[src/rtl/core/ascm_pkg.sv]
// ----------------------------------------------------------------------------
// ascm_pkg
// Shared types, register indexes, command codes and neighbour offsets.
// ----------------------------------------------------------------------------
package ascm_pkg;

	localparam int MAX_WIDTH_DEF  = 1024;
	localparam int MAX_HEIGHT_DEF = 1024;

	typedef struct packed {
		logic        action;
		logic [15:0] red;
		logic [15:0] green;
		logic [15:0] blue;
	} in_item_t;

	typedef struct packed {
		logic       refine;
		logic       edge_res;
		logic [9:0] pixel_column;
		logic [9:0] pixel_row;
		logic       frame_last;
	} out_item_t;

	localparam logic [2:0] REG_FRAME_WIDTH    = 3'd0;
	localparam logic [2:0] REG_FRAME_HEIGHT   = 3'd1;
	localparam logic [2:0] REG_LUMA_FLOOR     = 3'd2;
	localparam logic [2:0] REG_CONTRAST_RATIO = 3'd3;
	localparam logic [2:0] REG_WEIGHT_RED     = 3'd4;
	localparam logic [2:0] REG_WEIGHT_GREEN   = 3'd5;
	localparam logic [2:0] REG_WEIGHT_BLUE    = 3'd6;

	localparam logic [2:0] OP_NONE   = 3'd0;
	localparam logic [2:0] OP_ACCEPT = 3'd1;
	localparam logic [2:0] OP_MUL    = 3'd2;
	localparam logic [2:0] OP_LWRITE = 3'd3;
	localparam logic [2:0] OP_ESCAN  = 3'd4;
	localparam logic [2:0] OP_EWRITE = 3'd5;
	localparam logic [2:0] OP_GSCAN  = 3'd6;
	localparam logic [2:0] OP_EMIT   = 3'd7;

	localparam logic [3:0] MUL_LAST   = 4'd3;
	localparam logic [3:0] NB_LAST    = 4'd8;
	localparam logic [3:0] ESCAN_LAST = 4'd10;
	localparam logic [3:0] GSCAN_LAST = 4'd9;

	typedef struct packed {
		logic [2:0] op;
		logic [3:0] step;
	} cmd_t;

	typedef struct packed {
		logic pix_take;
		logic edge_ready;
		logic out_ready;
		logic out_free;
	} status_t;

	// step 0 is the centre, 1..8 the neighbours in raster order
	function automatic logic [1:0] nb_dy(input logic [3:0] k);
		logic [1:0] d;
		case (k)
			4'd1, 4'd2, 4'd3: d = 2'b11;
			4'd6, 4'd7, 4'd8: d = 2'b01;
			default:          d = 2'b00;
		endcase
		return d;
	endfunction

	function automatic logic [1:0] nb_dx(input logic [3:0] k);
		logic [1:0] d;
		case (k)
			4'd1, 4'd4, 4'd6: d = 2'b11;
			4'd3, 4'd5, 4'd8: d = 2'b01;
			default:          d = 2'b00;
		endcase
		return d;
	endfunction

endpackage

[src/rtl/core/ascm_ctrl.sv]
// ----------------------------------------------------------------------------
// ascm_ctrl
// Sequencer: one transaction at a time through luma, edge and dilation steps.
// ----------------------------------------------------------------------------
module ascm_ctrl import ascm_pkg::*; (
	input  logic    clk,
	input  logic    arst_n,
	input  logic    in_valid,
	output logic    in_stall,
	input  status_t status,
	output cmd_t    cmd
);

	localparam logic [3:0] S_IDLE  = 4'd0;
	localparam logic [3:0] S_MUL   = 4'd1;
	localparam logic [3:0] S_LWR   = 4'd2;
	localparam logic [3:0] S_ECHK  = 4'd3;
	localparam logic [3:0] S_ESCAN = 4'd4;
	localparam logic [3:0] S_EWR   = 4'd5;
	localparam logic [3:0] S_GSCAN = 4'd6;
	localparam logic [3:0] S_EMIT  = 4'd7;

	logic [3:0] state_q, state_n;
	logic [3:0] step_q, step_n;

	always_comb begin
		state_n  = state_q;
		step_n   = step_q;
		cmd.op   = OP_NONE;
		cmd.step = step_q;
		in_stall = (state_q != S_IDLE);
		case (state_q)
			S_IDLE: begin
				if (in_valid) begin
					cmd.op  = OP_ACCEPT;
					step_n  = 4'd0;
					state_n = status.pix_take ? S_MUL : S_ECHK;
				end
			end
			S_MUL: begin
				cmd.op = OP_MUL;
				if (step_q == MUL_LAST) begin
					state_n = S_LWR;
				end else begin
					step_n = step_q + 4'd1;
				end
			end
			S_LWR: begin
				cmd.op  = OP_LWRITE;
				state_n = S_ECHK;
			end
			S_ECHK: begin
				step_n = 4'd0;
				if (status.edge_ready) begin
					state_n = S_ESCAN;
				end else if (status.out_ready) begin
					state_n = S_GSCAN;
				end else begin
					state_n = S_IDLE;
				end
			end
			S_ESCAN: begin
				cmd.op = OP_ESCAN;
				if (step_q == ESCAN_LAST) begin
					state_n = S_EWR;
				end else begin
					step_n = step_q + 4'd1;
				end
			end
			S_EWR: begin
				cmd.op  = OP_EWRITE;
				state_n = S_ECHK;
			end
			S_GSCAN: begin
				cmd.op = OP_GSCAN;
				if (step_q == GSCAN_LAST) begin
					state_n = S_EMIT;
				end else begin
					step_n = step_q + 4'd1;
				end
			end
			S_EMIT: begin
				if (status.out_free) begin
					cmd.op  = OP_EMIT;
					state_n = S_IDLE;
				end
			end
			default: begin
				state_n = S_IDLE;
			end
		endcase
	end

	always_ff @(posedge clk or negedge arst_n) begin
		if (!arst_n) begin
			state_q <= S_IDLE;
			step_q  <= 4'd0;
		end else begin
			state_q <= state_n;
			step_q  <= step_n;
		end
	end

endmodule

[config.mk]
export PLATFORM = sky130hd
export DESIGN_NAME = ascm_ctrl
export DESIGN_NICKNAME = d
export VERILOG_FILES = /design/src/rtl/core/ascm_pkg.sv /design/src/rtl/core/ascm_ctrl.sv
export SDC_FILE = /design/constraint.sdc
export NUM_CORES = 1
export LEC_CHECK = 0
export BUFFER_PORTS_ARGS = -buffer_cell sky130_fd_sc_hd__buf_4
export CAP_MARGIN = 20
export CORE_MARGIN = 2
export CORE_UTILIZATION = 30
export DETAILED_ROUTE_END_ITERATION = 10
export SLEW_MARGIN = 0
export SYNTH_ARGS = -nofsm -noshare
export SYNTH_HDL_FRONTEND = slang
export SYNTH_SLANG_ARGS = --single-unit
[constraint.sdc]
create_clock -name clk -period 1.6 [get_ports clk]
set_input_delay 0.08 -clock clk [delete_from_list [all_inputs] [get_ports clk]]
set_output_delay 0.08 -clock clk [all_outputs]
set_load 0.05 [all_outputs]
After elaboration in Yosys (flattened, before gate mapping)

Cells that the tools add are included.
Widths: inputs -> output; s select.

Bits in read-only memories: 0
Register bits: 8
Bits of input ports: 7
RAM bits: 0
Memories: 0
Bits in latches: 0
Word-level logic and storage cells: 44

Muxes and demuxes: 17
Shift operators: 0
Divide/modulo/power cells: 0
$add $sub $neg: 1
Reduce and logical (&&, ||, !) cells: 6
Multiply operators: 0
Magnitude comparators: 0
Eq/ne operators: 18
Bitwise logic cells: 0

Operators with widths:

| cell                | count |
|---|---|
| $mux 4              | 9 |
| $pmux 4 s7          | 1 |
| $pmux 3 s7          | 1 |
| $pmux 4 s5          | 1 |
| $eq 4x3->1 const B  | 4 |
| $ne 2x2->1 const B  | 8 |
| $eq 4x2->1 const B  | 3 |
| $reduce_and 5->1    | 2 |
| $mux 3              | 3 |
| $eq 4x4->1 const B  | 2 |
| $reduce_bool 5->1   | 1 |
| $add 4x1->4 const B | 1 |
| $eq 4x1->1 const B  | 1 |
| $logic_not 4->1     | 1 |
| $reduce_bool 4->1   | 1 |
| $mux 2              | 1 |
| $reduce_or 2->1     | 1 |
| $mux 1              | 1 |

Depth between registers and ports, before layout

Gate-level depths: netlist of the first run.

Depth after elaboration: 3
Gate-level depth with buffers: 6

Worst setup path before layout of the first run

Ideal clock, no wire load.

Path kind: register to register
Start: register step_q[0]
End: register step_q[2]
Period minus slack after synthesis: 2.062 ns
Setup slack: -0.462 ns
Library setup time: 0.121 ns
Data arrival time: 1.941 ns
Stages on the path, launching flop included: 7
Cell sequence: dfrtp_1 > inv_1 > ha_1 > nor4bb_1 > o21a_1 > a2111o_1 > a22o_1

Cells in the longest elaborated chain, start to end: 3
Elaborated cells between the ends (all ways): 12
Classes of those cells: 1 x add/sub; 6 x eq/ne; 4 x mux; 1 x reduce/logical

Ends and longest elaborated chain:

| what                                                  | RTL line                                          | source |
|---|---|---|
| from (decl)                                           | ascm_ctrl.sv:24                                   | `logic [3:0] step_q, step_n;` |
| from (signal assigned)                                | ascm_ctrl.sv:100                                  | `step_q <= step_n;` |
| $add 4x1->4, or another cell as far along             | ascm_ctrl.sv:45, ascm_ctrl.sv:67, ascm_ctrl.sv:79 |  |
| $mux 4, or another cell as far along                  | ascm_ctrl.sv:76                                   | `if (step_q == GSCAN_LAST) begin` |
| $pmux 4 s5 / $reduce_and 5->1 (equally long branches) | -                                                 |  |

Several ways; a longest one is shown, not always the timed one. The select of a mux whose other input is x is not followed.
A chain may end at the register's enable or synchronous reset.

Worst setup path after layout of the first run

Start: register step_q[1]
End: register step_q[2]

The elaborated chain is that of the path after synthesis.

==> results of run 1 <==
==> report_power, final <==
part | total [uW] | internal, uW | leakage, uW | switching [uW]
Combinational | 1270 | 592 | 0.000313 | 681
Sequential | 372 | 246 | 0.0000844 | 126
Clock | 157 | 91.2 | 0.0000177 | 65.9
==> area by class of cell <==
cell class              count  area share
clock inverters             1     0.00555
well taps                  27      0.0374
multi-input cells          52       0.445
inverters                   4      0.0166
repair buffers             31       0.269
flip-flops and latches      7       0.201
clock buffers               3      0.0250
==> state kept, by name, indices dropped and copies added, names as in the netlist <==
signal   flops
step_q       4
state_q      3
==> critical path: stages (launching register included) <==
cell and delay, ns:
dfrtp_2 0.43, ha_2 0.19, nor3b_1 0.14, nor2b_2 0.18, a2111o_1 0.38, a22o_1 0.22
==> metrics by stage <==
step / std cells / util
floorplan: 67 / -
global placement: 116 / 0.421
detailed placement: 116 / 0.421
CTS: 123 / 0.449
global route: 125 / 0.465
finish: 125 / 0.465
==> worst max-delay path by stage <==
| stage | end | slack [ns] | depth (start not counted) | startpoint |
|---|---|---|---|---|
| after global placement | step_q[1]$_DFFE_PN0P_ | -0.03 | 5 | step_q[0]$_DFFE_PN0P_ |
| after floorplan | step_q[2]$_DFFE_PN0P_ | -0.20 | 6 | step_q[0]$_DFFE_PN0P_ |
| after detailed placement | step_q[2]$_DFFE_PN0P_ | -0.06 | 6 | step_q[0]$_DFFE_PN0P_ |
| after CTS | step_q[2]$_DFFE_PN0P_ | -0.04 | 5 | step_q[0]$_DFFE_PN0P_ |
| final | step_q[2]$_DFFE_PN0P_ | -0.04 | 5 | step_q[1]$_DFFE_PN0P_ |
| after global routing | step_q[2]$_DFFE_PN0P_ | -0.12 | 7 | step_q[0]$_DFFE_PN0P_ |
==> layer usage <==
layer,vias to the layer above,global-route usage
li1,308,-
met1,278,0.166
met2,4,0.203
met3,0,0.0307
met4,0,0.0571
met5,-,0
==> cells in the final DEF (no fill, tap or decap), drive strengths merged, types with 2 or more instances in the layout <==
cell / netlist / layout
dfrtp: 7 / 7
mux2: 2 / 2
clkbuf: 0 / 3
o21ai: 4 / 4
buf: 4 / 30
mux2i: 3 / 3
and2b: 2 / 2
a22o: 2 / 2
ha: 3 / 3
nor2: 6 / 6
inv: 4 / 4
o21a: 3 / 3
nor3: 2 / 2
nand2: 6 / 6
==> what timing repair did <==
action	CTS	global route
gates cloned	0	0
pin swaps	4	0
endpoints found under the setup margin	4	9
hold buffers	1	0
resized for setup	1	8
endpoints found under the hold margin	7	0
buffers inserted	2	2
==> logic make-up (layout without fill, tap and decap cells) <==
group           Yosys count  after routing  share of synthesized area
compound gates           18             18                      0.227
simple gates             25             25                      0.239
fa+ha+maj                 3              3                     0.0619
mux                       5              5                     0.0928
flops                     7              7                      0.289
xor+xnor                  1              1                     0.0144
buf+inv                   8             39                     0.0763
==> results.cfg, run 1 <==
[sta]
tightestPinTransition_ns = 0.276
layout_setup_ws_ns = -0.0435
setup_viol = 2
slew_violations = 0
timing.hold.ws_ns = 0.137
final.setup.tns_ns = -0.0748
fmax_mhz = 608
max_slew_margin = 0.816
finalCritPeriodShare = 1.03
final.min_clock_period_ns = 1.64
skew_ns = 0.00433
finalHoldViolations = 0
rsz0062_at_grt = yes

[logic_synthesis]
syn-mean-instance-area_um2 = 9.06
syn_area_um2 = 607
synth_top_area_frac = 0.289
syn-num-nets = 77
synth_most_common_cell = dfrtp_1
yosys_register_bits = 7
synth_cells = 67
synth.area.top_cells = dfrtp_1 (29%), ha_1 (6.2%), buf_6 (3.7%), nand2_1 (3.7%), nor2_1 (3.7%)
netlist-cell-type-count = 38
synth-main-ff-cell = dfrtp_1
yosysSeqAreaShare = 0.289
async_flop_share = 1.00
synth-edff-count = 0
synthTopCellsByCount = dfrtp_1 (7), nand2_1 (6), nor2_1 (6), o21ai_0 (4)
synth_top_cell_by_area = dfrtp_1
ys.warnings.count = 0

[drt]
num_vias = 590
final_antenna_net_count = 0
routed_wl_um = 1380
routed-wl-met3_um = 32
drc = 0
dr_wl_met2_um = 679
wl_per_cell_um = 11.0
via_per_inst = 4.72
m1WireLength_um = 664
highest_layer = met3
first_pass_iters = 2
drt_iter0_drc = 2

[global_routing]
grt_remaining_overflow = 0
first_global_vias = 582
grt_pass1_wl_um = 2440
grt_start_max_net_pins = 11
gr-usage-all-layers = 0.128
antenna_found_initial = 0

[clocking]
root_buffer = clkbuf_4
path_clk_slew_ns = 0.06
clock_latency_ns = 0.25
cts.path.max_buffers = 2
cts_tree = done
htree_levels = 1
clkSinkCount = 7
numCtsBuffers = 3

[placement]
placed_area_um2 = 818
io_buffers = 14
place_ws_ns = -0.0555
gp_congestion = 0.794
hpwl_um = 1110

[setup_path]
r2r_slack_ns = -0.04
cp.arrival_ns = 1.78
r2r-start = step_q[1]$_DFFE_PN0P_
criticalPathCategory = reg2reg
startpoint_type = register
cp_max_fo = 4
r2r-end = step_q[2]$_DFFE_PN0P_
worstSetupEndpointType = register
required_ns = 1.74
r2r_cells = 5

[die]
core-area_mm2 = 0.00194
die_area_mm2 = 0.00240
start_util = 0.313
rows = 16
die_w_um = 49.0
ios = 15
die_h_um = 49.0

[final_layout]
multiInputGateArea_um2 = 402
fillers = 193
final-seq-area_um2 = 181
syn2layout_area_growth_pct = 48.7
fin_nets = 109
antenna_cells = 0
finish.instance_area_um2 = 902
drive_above_1_share = 0.541

[power_and_ir_drop]
vdd_drop_max_uv = 1100
power.total_uw = 1800
power_density_mw_per_mm2 = 2000
p_leak_uw = 0.000415

[min_path]
hold_end = state_q[1]$_DFFE_PN0P_
hp-start = status[3]
hold_path_class = in2reg
min_path_cells = 3

[outcome]
status = finished, violations left
violations = negative setup slack

[run]
drv_cap = 0
Power figures use the tool's default switching activity.
==> run 2: changes to the inputs <==
--- a/config.mk
+++ b/config.mk
@@ -10,6 +10,7 @@
 export CORE_MARGIN = 2
 export CORE_UTILIZATION = 30
 export DETAILED_ROUTE_END_ITERATION = 10
+export GPL_TIMING_DRIVEN = 0
 export SLEW_MARGIN = 0
 export SYNTH_ARGS = -nofsm -noshare
 export SYNTH_HDL_FRONTEND = slang
==> constraint.sdc (replaced) <==
create_clock -name clk -period 1.56 [get_ports clk]
set_input_delay 0.078 -clock clk [delete_from_list [all_inputs] [get_ports clk]]
set_output_delay 0.078 -clock clk [all_outputs]
set_load 0.05 [all_outputs]
==> run 2 against run 1 <==
Compared with the run above:
- the run still ends with negative setup slack left
- clock power barely moved
- maximum frequency down 4.3%
- count of clock-buffer cells in the layout increased by 1
- routed wire length increased by 14%
- cell area increased by 6.7%
- first-iteration DRC count rose to 6.0 times the previous value
- largest power group unchanged
- sequential cell count unchanged
- non-clock buffer count stayed put
- sequential share of layout area down 1.5 points
- total power increased by 11%
- clock skew decreased by 0.0018 ns
==> results.cfg, run 2 (synthesis gave the netlist of run 1 again) <==
[sta]
setup_viol = 4
skew_ns = 0.00251
finalHoldViolations = 0
tightestPinTransition_ns = 0.377
layout_setup_ws_ns = -0.157
fmax_mhz = 583
rsz0062_at_grt = yes
finalCritPeriodShare = 1.10
final.min_clock_period_ns = 1.72
slew_violations = 0
max_slew_margin = 0.749

[final_layout]
antenna_cells = 0
layout_commonest_cell = buf_4
largest_register = step_q
fillers = 192
largestRegisters = step_q: 4 flops, state_q: 3 flops
layout_common_cells = buf_4 (25), nor2_1 (6), nand2_1 (4), dfrtp_1 (4)
fin_nets = 109
final_util = 0.495
largest_reg_flops = 4
syn2layout_area_growth_pct = 58.6
drive_above_1_share = 0.551

[clocking]
numCtsBuffers = 3
path_clk_slew_ns = 0.05
clock_latency_ns = 0.24
htree_levels = 1
cts.path.max_buffers = 2
cts_tree = done
root_buffer = clkbuf_4
clkSinkCount = 7

[die]
die_h_um = 49.0
die_area_mm2 = 0.00240
ios = 15
rows = 16
core-area_mm2 = 0.00194
die_w_um = 49.0
start_util = 0.313

[setup_path]
crit_start = step_q[1]$_DFFE_PN0P_
startpoint_type = register
r2r_cells = 5
worstSetupEndpointType = register
r2r-start = step_q[1]$_DFFE_PN0P_
required_ns = 1.69
r2r_slack_ns = -0.16
r2r-end = step_q[1]$_DFFE_PN0P_
cp_max_fo = 5
cp.arrival_ns = 1.84
criticalPathCategory = reg2reg

[min_path]
hp-start = status[3]
hold_end = state_q[1]$_DFFE_PN0P_
hold_path_class = in2reg
min_path_cells = 3

[power_and_ir_drop]
power_density_mw_per_mm2 = 2080
vdd_drop_max_uv = 1050
power.total_uw = 2000
p_leak_uw = 0.000428

[global_routing]
first_global_vias = 570
grt_start_max_net_pins = 11
grt_remaining_overflow = 0
grt_pass1_wl_um = 2460
antenna_found_initial = 0
gr-usage-all-layers = 0.133

[placement]
gp_congestion = 0.785
hpwl_um = 1050
io_buffers = 14

[outcome]
status = finished, violations left
violations = negative setup slack

[drt]
drc = 0
via_per_inst = 4.97
final_antenna_net_count = 0
first_pass_iters = 4
num_vias = 621
drt_iter0_drc = 12
wl_per_cell_um = 12.5
routed_wl_um = 1560

[run]
drv_cap = 0
## run 2: where the power goes
group / internal (uW) / switching [uW] / total [uW]
clock: 97.1 / 58.7 / 156
sequential: 248 / 108 / 356
combinational: 684 / 806 / 1490
total: 1030 / 973 / 2000
## run 2: stage by stage
step | instance area, um^2 | hold slack [ns] | setup TNS (ns) | cells | setup slack, ns
after CTS | 896 | 0.151 | -0.312 | 122 | -0.111
after global routing | 962 | 0.158 | -0.697 | 125 | -0.196
final | 962 | 0.142 | -0.425 | 125 | -0.157
after floorplan | 621 | -0.218 | -0.533 | 67 | -0.244
after detailed placement | 759 | -0.108 | -0.497 | 108 | -0.225
after global placement | 759 | -0.108 | -0.372 | 108 | -0.184
## run 2: cell type report
type / count / area (um^2) / share of cell area
Multi-Input combinational cell: 52 / 467 / 0.485
Timing Repair Buffer: 27 / 206 / 0.215
Sequential cell: 7 / 179 / 0.186
Buffer: 4 / 35.0 / 0.0364
Tap cell: 27 / 33.8 / 0.0351
Clock buffer: 4 / 26.3 / 0.0273
Inverter: 4 / 15.0 / 0.0156
## run 2: worst max-delay path, stage by stage (launching register included)
cell      delay [ns]
dfrtp_2         0.46
ha_4            0.18
nor4bb_4        0.14
o21a_1          0.23
nor3_4          0.26
mux2_4          0.32
## run 2: per-layer routing
metal | routed length (um) | GRT usage | vias to the layer above
met5 | 0 | 0 | -
met4 | 34 | 0.0714 | 0
met3 | 22 | 0.0184 | 4
met2 | 785 | 0.221 | 10
met1 | 722 | 0.164 | 299
li1 | - | - | 308
## run 2: repair_timing
item	in CTS	in global routing
buffers inserted	8	3
endpoints found under the hold margin	7	0
hold buffers	1	0
pin swaps	5	5
setup endpoints to repair	6	7
cloned	1	0
gates resized for setup	9	12
## run 2: worst max-delay path by stage
stage	end	slack [ns]
after global placement	step_q[1]$_DFFE_PN0P_	-0.18
after detailed placement	step_q[1]$_DFFE_PN0P_	-0.22
after global routing	step_q[2]$_DFFE_PN0P_	-0.20
after CTS	step_q[2]$_DFFE_PN0P_	-0.11
after floorplan	step_q[2]$_DFFE_PN0P_	-0.24
final	step_q[1]$_DFFE_PN0P_	-0.16
